## config.mk

```make
export PLATFORM = sky130hd
export DESIGN_NAME = first_unique_letter_stream_core
export DESIGN_NICKNAME = d
export VERILOG_FILES = /design/src/design/fuls_pkg.sv /design/src/design/first_unique_letter_stream_core.sv
export SDC_FILE = /design/constraint.sdc
export NUM_CORES = 1
export LEC_CHECK = 0
export BUFFER_PORTS_ARGS = -buffer_cell sky130_fd_sc_hd__buf_4
export CAP_MARGIN = 30
export CORE_ASPECT_RATIO = 0.9
export CORE_MARGIN = 2
export CORE_UTILIZATION = 60
export DETAILED_ROUTE_END_ITERATION = 10
export GPL_ROUTABILITY_DRIVEN = 0
export PLACE_DENSITY = 0.77
export SLEW_MARGIN = 10
export SYNTH_ARGS = -nofsm -noshare
export SYNTH_HDL_FRONTEND = slang
export SYNTH_SLANG_ARGS = --single-unit
export TNS_END_PERCENT = 100
```

## constraint.sdc

```tcl
create_clock -name clk_i -period 3.6 [get_ports clk_i]
set_input_delay 0.72 -clock clk_i [delete_from_list [all_inputs] [get_ports clk_i]]
set_output_delay 0.72 -clock clk_i [all_outputs]
set_load 0.01 [all_outputs]
```

## src/design/fuls_pkg.sv

```systemverilog
// -----------------------------------------------------------------------------
// fuls_pkg
// Shared types and constants for the first-unique-letter stream core.
// -----------------------------------------------------------------------------
package fuls_pkg;

  localparam int AlphabetSize = 26;
  localparam int LetterW      = 5;
  localparam int PtrW         = $clog2(AlphabetSize);
  localparam int FillW        = $clog2(AlphabetSize + 1);
  localparam int CountW       = 2;

  typedef logic [LetterW-1:0] letter_t;
  typedef logic [PtrW-1:0]    ptr_t;
  typedef logic [FillW-1:0]   fill_t;
  typedef logic [CountW-1:0]  count_t;

  localparam count_t CountNone = 2'd0;
  localparam count_t CountOnce = 2'd1;
  localparam count_t CountMany = 2'd2;

  typedef enum logic [4:0] {
    StIdle = 5'b00001,
    StUpd  = 5'b00010,
    StPopA = 5'b00100,
    StPopB = 5'b01000,
    StPopC = 5'b10000
  } state_e;

  // advance a ring pointer, wrap at the alphabet size
  function automatic ptr_t next_slot(ptr_t p);
    ptr_t res;
    if ({1'b0, p} + (PtrW+1)'(1) >= (PtrW+1)'(AlphabetSize)) begin
      res = '0;
    end else begin
      res = p + ptr_t'(1);
    end
    return res;
  endfunction

endpackage

```

## src/design/first_unique_letter_stream_core.sv

```systemverilog
// Flow: an accepted item passes StUpd, then StPopA; with the queue empty the
//   result is reported from StPopA, else StPopB and StPopC check the front, which
//   is reported or popped before StPopA again. A new item is taken only in StIdle;
//   each queue check costs a fifo memory read followed by a count memory read.
// Reset: rst_ni clears the counts (per-letter valid bits), the queue pointers
//   and the control state; the order memory is not cleared.
// -----------------------------------------------------------------------------
// first_unique_letter_stream_core
// Streams letters and reports the earliest letter seen exactly once so far in
// the current string, using a count memory and an order queue memory.
// -----------------------------------------------------------------------------
module first_unique_letter_stream_core
  import fuls_pkg::*;
(
  input  logic            clk_i,
  input  logic            rst_ni,
  input  logic            in_valid_i,
  output logic            in_ready_o,
  input  logic [4:0]      letter_i,
  input  logic            string_start_i,
  output logic            out_valid_o,
  input  logic            out_ready_i,
  output logic            has_answer_o,
  output logic [4:0]      answer_letter_o
);

  // ---------------------------------------------------------------------------
  // Control state
  // ---------------------------------------------------------------------------
  state_e  state_q, state_d;
  letter_t letter_q;
  ptr_t    head_q, head_d;
  ptr_t    tail_q, tail_d;
  fill_t   fill_q, fill_d;

  // One valid bit per letter: a letter whose bit is low counts as never seen.
  // A new string drops all of them at once, so the count memory needs no sweep.
  logic [AlphabetSize-1:0] cnt_vld_q, cnt_vld_d;

  // Output register: holds a finished result while the next item is taken.
  logic    out_valid_q, out_valid_d;
  logic    has_answer_q, has_answer_d;
  letter_t answer_q, answer_d;

  // ---------------------------------------------------------------------------
  // Memories (registered read)
  // ---------------------------------------------------------------------------
  count_t  cnt_mem [AlphabetSize];
  letter_t fifo_mem [AlphabetSize];

  logic    cnt_re, cnt_we;
  letter_t cnt_raddr;
  count_t  cnt_wdata;
  count_t  cnt_rdata_q;

  logic    fifo_re, fifo_we;
  letter_t fifo_rdata_q;

  logic    accept;
  logic    out_free;
  logic    letter_in_range;
  logic    front_in_range;
  count_t  letter_cnt;
  count_t  front_cnt;

  assign accept     = in_valid_i && in_ready_o;
  assign in_ready_o = (state_q == StIdle);
  assign out_free   = !out_valid_q || out_ready_i;

  assign letter_in_range = ({1'b0, letter_q} < (LetterW+1)'(AlphabetSize));
  assign front_in_range  = ({1'b0, fifo_rdata_q} < (LetterW+1)'(AlphabetSize));

  // Mask stale memory contents with the per-letter valid bit.
  assign letter_cnt = (letter_in_range && cnt_vld_q[letter_q]) ? cnt_rdata_q : CountNone;
  assign front_cnt  = (front_in_range && cnt_vld_q[fifo_rdata_q]) ? cnt_rdata_q : CountNone;

  always_comb begin
    state_d      = state_q;
    head_d       = head_q;
    tail_d       = tail_q;
    fill_d       = fill_q;
    cnt_vld_d    = cnt_vld_q;
    out_valid_d  = out_valid_q;
    has_answer_d = has_answer_q;
    answer_d     = answer_q;
    cnt_re       = 1'b0;
    cnt_raddr    = letter_i;
    cnt_we       = 1'b0;
    cnt_wdata    = CountOnce;
    fifo_re      = 1'b0;
    fifo_we      = 1'b0;

    // drop the result once the sink takes it
    if (out_valid_q && out_ready_i) begin
      out_valid_d = 1'b0;
    end

    case (state_q)
      StIdle: begin
        if (accept) begin
          // fetch the count of the incoming letter; a new string clears first
          cnt_re    = 1'b1;
          cnt_raddr = letter_i;
          if (string_start_i) begin
            cnt_vld_d = '0;
            head_d    = '0;
            tail_d    = '0;
            fill_d    = '0;
          end
          state_d = StUpd;
        end
      end
      StUpd: begin
        // bump the count and queue the letter on its first sighting
        if (letter_in_range) begin
          cnt_we              = 1'b1;
          cnt_vld_d[letter_q] = 1'b1;
          if (letter_cnt == CountNone) begin
            cnt_wdata = CountOnce;
            if (fill_q < FillW'(AlphabetSize)) begin
              fifo_we = 1'b1;
              tail_d  = next_slot(tail_q);
              fill_d  = fill_q + FillW'(1);
            end
          end else begin
            cnt_wdata = CountMany;
          end
        end
        state_d = StPopA;
      end
      StPopA: begin
        if (fill_q == '0) begin
          // queue empty: report no answer once the output register is free
          if (out_free) begin
            out_valid_d  = 1'b1;
            has_answer_d = 1'b0;
            answer_d     = '0;
            state_d      = StIdle;
          end
        end else begin
          fifo_re = 1'b1;
          state_d = StPopB;
        end
      end
      StPopB: begin
        // look up the count of the queue front
        cnt_re    = 1'b1;
        cnt_raddr = fifo_rdata_q;
        state_d   = StPopC;
      end
      StPopC: begin
        if (front_in_range && (front_cnt == CountNone || front_cnt == CountOnce)) begin
          // front is still unique: report it, hold here while the sink stalls
          if (out_free) begin
            out_valid_d  = 1'b1;
            has_answer_d = 1'b1;
            answer_d     = fifo_rdata_q;
            state_d      = StIdle;
          end
        end else begin
          // front repeated: pop it and check the next one
          head_d  = next_slot(head_q);
          fill_d  = fill_q - FillW'(1);
          state_d = StPopA;
        end
      end
      default: begin
        state_d = StIdle;
      end
    endcase
  end

  always_ff @(posedge clk_i or negedge rst_ni) begin
    if (!rst_ni) begin
      state_q     <= StIdle;
      head_q      <= '0;
      tail_q      <= '0;
      fill_q      <= '0;
      cnt_vld_q   <= '0;
      out_valid_q <= 1'b0;
    end else begin
      state_q     <= state_d;
      head_q      <= head_d;
      tail_q      <= tail_d;
      fill_q      <= fill_d;
      cnt_vld_q   <= cnt_vld_d;
      out_valid_q <= out_valid_d;
    end
  end

  // Payload registers, no reset needed.
  always_ff @(posedge clk_i) begin
    if (accept) begin
      letter_q <= letter_i;
    end
    has_answer_q <= has_answer_d;
    answer_q     <= answer_d;
  end

  // Count memory: one write port, one registered read port.
  always_ff @(posedge clk_i) begin
    if (cnt_we) begin
      cnt_mem[letter_q] <= cnt_wdata;
    end
    if (cnt_re) begin
      cnt_rdata_q <= cnt_mem[cnt_raddr];
    end
  end

  // Order queue memory: write at tail, registered read at head.
  always_ff @(posedge clk_i) begin
    if (fifo_we) begin
      fifo_mem[tail_q] <= letter_q;
    end
    if (fifo_re) begin
      fifo_rdata_q <= fifo_mem[head_q];
    end
  end

  assign out_valid_o     = out_valid_q;
  assign has_answer_o    = has_answer_q;
  assign answer_letter_o = answer_q;

`ifndef SYNTHESIS
  logic [PtrW:0] tail_exp_sum;
  ptr_t          tail_exp;
  assign tail_exp_sum = {1'b0, head_q} + (PtrW+1)'(fill_q);
  assign tail_exp = (tail_exp_sum >= (PtrW+1)'(AlphabetSize)) ?
                    PtrW'(tail_exp_sum - (PtrW+1)'(AlphabetSize)) : PtrW'(tail_exp_sum);

  a_fill_bound: assert property (@(posedge clk_i) disable iff (!rst_ni)
    fill_q <= FillW'(AlphabetSize))
    else $error("queue fill exceeds alphabet size");

  a_ptr_consistent: assert property (@(posedge clk_i) disable iff (!rst_ni)
    tail_q == tail_exp)
    else $error("queue tail does not match head plus fill");

  a_accept_to_update: assert property (@(posedge clk_i) disable iff (!rst_ni)
    accept |=> state_q == StUpd)
    else $error("accepted transaction did not start an update");

  a_answer_range: assert property (@(posedge clk_i) disable iff (!rst_ni)
    (out_valid_o && has_answer_o) |-> ({1'b0, answer_letter_o} < (LetterW+1)'(AlphabetSize)))
    else $error("reported letter out of range");

  a_no_answer_zero: assert property (@(posedge clk_i) disable iff (!rst_ni)
    (out_valid_o && !has_answer_o) |-> answer_letter_o == '0)
    else $error("empty answer carries a letter");
`endif

endmodule

```

==> out/results.tsv, run 1 <==
metric	value	unit
antenna_cells	0	
die_w	147	µm
dieArea	19500	µm²
synth-compound-area-share	5.96	%
grt_pass1_wl	38500	µm
rsz0062_at_grt	no	
drt-total-wl	24600	µm
cts_hold_buffers	0	
synthesis.area	11000	µm²
drive_above_1_share	20.4	%
pre_cts_ws	0.367	ns
clkSinkCount	247	
cp-end-kind	flop	
power.share.combinational	14.2	%
p_int	5.12	mW
slew_headroom	54.3	%
power.density	562	nW/µm²
post-route-period-util	91.9	%
switching_share	25.9	%
syn_avg_cell_area	14.6	µm²
synth_ff_type	edfxtp_1	
nFillCells	1159	
clockBufferDepth	3	
switchingPower	1.79	mW
clk_latency	0.52	ns
clockPowerShare	36.3	%
setup_violations	0	
layout_setup_ws	0.292	ns
drtIter0Drc	824	
critPathLaunchType	flop	
synthSimpleGateAreaFrac	10.6	%
hp-class	primary input to async pin	
start_util	60.7	%
cp_max_fo	13	
drv_slew	0	
most-common-layout-cells	200 x edfxtp_1, 113 x nor2_1, 48 x mux4_2	
synth-async-reset-ratio	19.0	%
drc	0	
vias	6732	
cts_tree	yes	
outcome	finished clean	
dp_hpwl	16600	µm
ys_warn_count	0	
wire_per_inst	23.3	µm
io_buffers	17	
numCtsBuffers	25	
synth_top_family_by_area	multiplexers	
cp_data_arrival_time	3.47	ns
syn_nets	776	
viasPerCell	6.39	
tightest_slew	0.684	ns
crit_type	flop to flop	
yosysTopAreaCellShare	54.5	%
row_count	47	
cts_setup_buffers	0	
synth.area.mux_share	14.6	%
cap_violations	0	
cts.clk_slew.worst_paths	0.06	ns
finalHoldViolCount	0	
antenna_found_initial	0	
synth_area_leader_cell	edfxtp_1	
tns	0	ns
critPathRequiredTime	3.76	ns
sequentialPowerShare	49.4	%
area_delta_synth_final	11.4	%
synth.area.top_cells	edfxtp_1 54%, dfrtp_1 10%, mux4_2 9.8%	
synth_xor_area_share	0.159	%
fin_crit	3.31	ns
synth_cell_types	67	
cts_root_buffer	clkbuf_16	
hold_slack	0.224	ns
die_h	133	µm
ys_ff_latch	247	
grt_max_degree	48	
drtPass1Iterations	5	
nets	811	
finClkSkew	0.00984	ns
multiInputGateArea	3610	µm²
track_usage	26.0	%
power	6.90	mW
timing.fmax	302	MHz
ctsResizeCount	0	
p_leak	4.30	nW
ys_seq_area_share	65.2	%
htree_levels	1	
ant_nets	0	
synth_fa_ha_area_share	1.32	%
grt_pass1_vias	6726	
regArea	7180	µm²
synthCells	755	
core	18200	µm²
irDropWorstVdd	0.338	mV
synth_edf_count	200	
grt_overflow	0	
ios	18	
mostFrequentLayoutCell	edfxtp_1	
-- area by class of cell --
| cell class | count | area share [%] |
|---|---|---|
| multi-input combinational | 458 | 29.4 |
| sequential | 247 | 58.5 |
| clock buffer | 31 | 5.28 |
| timing repair buffer | 44 | 2.77 |
| inverter | 14 | 0.428 |
| tap | 245 | 2.50 |
| clock inverter | 14 | 1.17 |
-- kinds of logic after synthesis --
kind of cell               count (synthesis)
adders and majority gates                 11
xor gates and xnor gates                   2
and+or+nand+nor                          243
muxes                                     97
DFF                                      247
buffers and inverters                     50
AOI/OAI and AO/OA                        105
-- power by group through the flow --
stage | combinational [mW] | clock, mW | sequential, mW
5_1_grt | 1.07 | 2.66 | 3.43
3_5_place_dp | 0.962 | 0 | 3.47
2_1_floorplan | 0.627 | 0 | 3.45
6_report | 0.981 | 2.51 | 3.41
3_3_place_gp | 0.938 | 0 | 3.46
4_1_cts | 0.969 | 2.55 | 3.41
-- Yosys cell counts, types with 12 or more instances --
cell type,count
nor2_1,113
a21oi_1,35
mux4_2,48
nand2_1,39
inv_1,12
dfrtp_1,46
clkbuf_1,21
edfxtp_1,200
o21ai_0,26
mux2i_1,25
mux2_2,22
nand2b_1,12
-- state kept, by name, summed over array words and instances (netlist names), 2 cells and up --
register,count
tail_q,5
fill_q,5
letter_q,5
fifo_rdata_q,5
cnt_rdata_q,2
fifo_mem,130
state_q,5
answer_letter_o,5
cnt_mem,52
cnt_vld_q,26
head_q,5
-- metrics by stage --
step,area (µm²),utilization (%),std cells
finish,12300,67.6,1053
global route,12300,67.6,1053
CTS,12300,67.6,1052
detailed placement,11500,63.2,1007
global placement,11500,63.2,1007
floorplan,11000,-,755
-- worst max-delay path, stage by stage (launching register included) --
cell,delay [ns]
edfxtp_1,0.72
mux2i_1,0.29
o22ai_1,0.11
o31a_1,0.29
o32a_2,0.41
nor2b_1,0.28
nand2_1,0.36
nor2_1,0.49
-- metal layers --
| metal | routed length, µm | global-route usage (%) | vias up |
|---|---|---|---|
| met4 | 544 | 6.36 | 0 |
| met3 | 2130 | 5.03 | 49 |
| met2 | 12100 | 42.9 | 355 |
| met1 | 9750 | 36.4 | 3375 |
| li1 | - | - | 2953 |
| met5 | 0 | 0 | - |
-- final timing paths --
kind                                               start                  endpoint  slack, ns  cells after the start
min in group clk_i                           letter_i[4]     letter_q[4]$_DFFE_PP_       0.41                      1
worst max-delay path               letter_q[1]$_DFFE_PP_  fifo_mem[3][2]$_DFFE_PP_       0.29                      7
worst min-delay path                              rst_ni     head_q[3]$_DFFE_PN0P_       0.22                      1
worst max register to register     letter_q[1]$_DFFE_PP_  fifo_mem[3][2]$_DFFE_PP_       0.29                      7
max in group asynchronous                         rst_ni     head_q[0]$_DFFE_PN0P_       2.93                      1
worst min register to register  cnt_vld_q[5]$_DFFE_PN0P_  cnt_vld_q[5]$_DFFE_PN0P_       0.53                      2
Power figures use the tool's default switching activity.
==> run 2: changes to the inputs <==
- clock period: 3.6 -> 3.7 ns (I/O delays scaled with it)
==> run 2 against run 1 <==
Net effect: maximum frequency is 1.4% lower; critical endpoint is now fifo_mem[17][3]$_DFFE_PP_; highest routed layer unchanged; worst setup slack better by 0.054 ns; clock skew is 0.013 ns higher; largest power group unchanged; non-clock buffer count is 3 lower.
==> out/results.tsv, run 2 (same netlist as run 1, synthesis figures left out) <==
metric	value	unit	change
p_int	4.90	mW	-4.3%
core	18200	µm²	unchanged
cts_tree	yes		
drv_slew	0		unchanged
antenna_cells	0		unchanged
area_delta_synth_final	10.8	%	
drtIter0Drc	697		-15%
viasPerCell	6.46		+1.0%
path_cells	buf_4 -> nor2b_1 -> a22oi_1 -> and3_1 -> o32a_2 -> nor2b_1 -> nand2_1 -> nor2_1		
slew_headroom	42.6	%	-12 points
final-instance-count-excl-fill	1049		-0.38%
finClkSkew	0.0229	ns	+0.0131 ns
cp_data_arrival_time	3.51	ns	+0.04 ns
cpPeakStageDelay	0.58	ns	-0.14 ns
nets	807		-0.49%
cts.clk_slew.worst_paths	0.07	ns	about the same
critPathRequiredTime	3.85	ns	+0.09 ns
outcome	finished clean		
drtPass1Iterations	5		unchanged
cts_setup_buffers	0		unchanged
drt-total-wl	24200	µm	-1.4%
multiInputGateArea	3610	µm²	unchanged
ios	18		unchanged
dpl.cell_count	1005		-0.20%
largest-register	fifo_mem		
die_h	133	µm	unchanged
cts_root_buffer	clkbuf_16		
path_delay_family	simple AND/OR/NAND/NOR gates		
numCtsBuffers	24		-4.0%
clockPowerShare	35.7	%	-0.6 points
ant_nets	0		unchanged
cp_max_fo	34		+21
track_usage	25.5	%	-0.51 points
grt_pass1_vias	6649		-1.1%
grt_max_degree	48		unchanged
die_w	147	µm	unchanged
tns	0	ns	unchanged
most-common-layout-cells	200 x edfxtp_1, 113 x nor2_1, 48 x mux4_2		
post-route-period-util	90.7	%	-1.2 points
htree_levels	1		unchanged
switching_share	26.3	%	+0.42 points
timing.fmax	298	MHz	-1.4%
wire_per_inst	23.1	µm	-0.98%
power.density	544	nW/µm²	-3.2%
mostFrequentLayoutCell	edfxtp_1		
cap_violations	0		unchanged
top_regs	fifo_mem: 130 flops, cnt_mem: 52 flops, cnt_vld_q: 26 flops		
cp_slowest_cell	edfxtp_1		
start_util	60.7	%	unchanged
drive_above_1_share	19.9	%	-0.52 points
hold_slack	0.232	ns	+0.00844 ns
fin_crit	3.35	ns	+0.0463 ns
cp_num_buf_inv	1		+1
crit_type	flop to flop		
io_buffers	17		unchanged
drc	0		unchanged
vias	6774		+0.62%
switchingPower	1.75	mW	-2.2%
critPathMostFrequentCell	nor2b_1		
irDropWorstVdd	0.303	mV	-10%
setup_violations	0		unchanged
dp_hpwl	16300	µm	-1.8%
row_count	47		unchanged
p_leak	4.27	nW	-0.84%
grt_overflow	0		unchanged
antenna_found_initial	0		unchanged
finalHoldViolCount	0		unchanged
power.share.combinational	14.3	%	about the same
clkSinkCount	247		unchanged
largest_register_ffs	130		unchanged
cp-end-kind	flop		
critPathLaunchType	flop		
dieArea	19500	µm²	unchanged
clockBufferDepth	3		unchanged
nFillCells	1175		+1.4%
tightest_slew	0.862	ns	+0.178 ns
sequentialPowerShare	50.0	%	+0.6 points
hp-class	primary input to async pin		
regArea	7180	µm²	unchanged
ctsResizeCount	0		unchanged
grt_pass1_wl	38200	µm	-0.84%
cts_hold_buffers	0		unchanged
clk_latency	0.52	ns	about the same
rsz0062_at_grt	no		
-- run 2: stage by stage --
| stage | utilization (%) | setup WS (ns) | cell area, µm² | power [mW] |
|---|---|---|---|---|
| floorplan | - | 0.675 | 11000 | 3.96 |
| global placement | 63.0 | 0.611 | 11400 | 4.28 |
| detailed placement | 63.0 | 0.436 | 11500 | 4.31 |
| CTS | 67.2 | 0.419 | 12200 | 6.66 |
| global route | 67.2 | 0.238 | 12200 | 6.87 |
| finish | 67.2 | 0.345 | 12200 | 6.65 |
-- run 2: area by class of cell --
class	count	area share (%)
multi-input cells	458	29.5
clock buffers	31	5.30
flip-flops and latches	247	58.8
inverters	14	0.430
well taps	245	2.51
clock inverters	13	0.942
repair buffers	41	2.50
-- run 2: final timing paths --
check | startpoint | cells past startpoint | slack [ns] | to
hold / removal | rst_ni | 1 | 0.23 | fill_q[3]$_DFFE_PN0P_
setup / recovery | letter_q[0]$_DFFE_PP_ | 8 | 0.35 | fifo_mem[17][3]$_DFFE_PP_
min in group clk_i | letter_i[3] | 1 | 0.42 | letter_q[3]$_DFFE_PP_
max in group asynchronous | rst_ni | 1 | 3.02 | tail_q[1]$_DFFE_PN0P_
hold reg to reg | cnt_vld_q[14]$_DFFE_PN0P_ | 2 | 0.53 | cnt_vld_q[14]$_DFFE_PN0P_
setup reg to reg | letter_q[0]$_DFFE_PP_ | 8 | 0.35 | fifo_mem[17][3]$_DFFE_PP_
-- run 2: power groups by stage --
stage	clock (mW)	combinational, mW	sequential [mW]
after CTS	2.39	0.945	3.32
after global routing	2.50	1.03	3.34
final	2.37	0.953	3.32
after global placement	0	0.912	3.37
after detailed placement	0	0.936	3.38
after floorplan	0	0.610	3.35
-- run 2: worst reg2reg max path: cells and delay by family (launching register included) --
family	cells	cell delay [ns]
AO/OA/AOI/OAI	2	0.44
flip-flops	1	0.58
AND/OR/NAND/NOR	5	1.53
buffers and inverters	1	0.43
-- run 2: metal layers --
metal / part of all wire, % / global-route usage [%] / vias to the layer above
met1: 41 / 36.3 / 3443
met2: 49 / 41.4 / 340
li1: - / - / 2950
met5: 0 / 0 / -
met4: 1.9 / 5.50 / 0
met3: 8.4 / 5.41 / 41
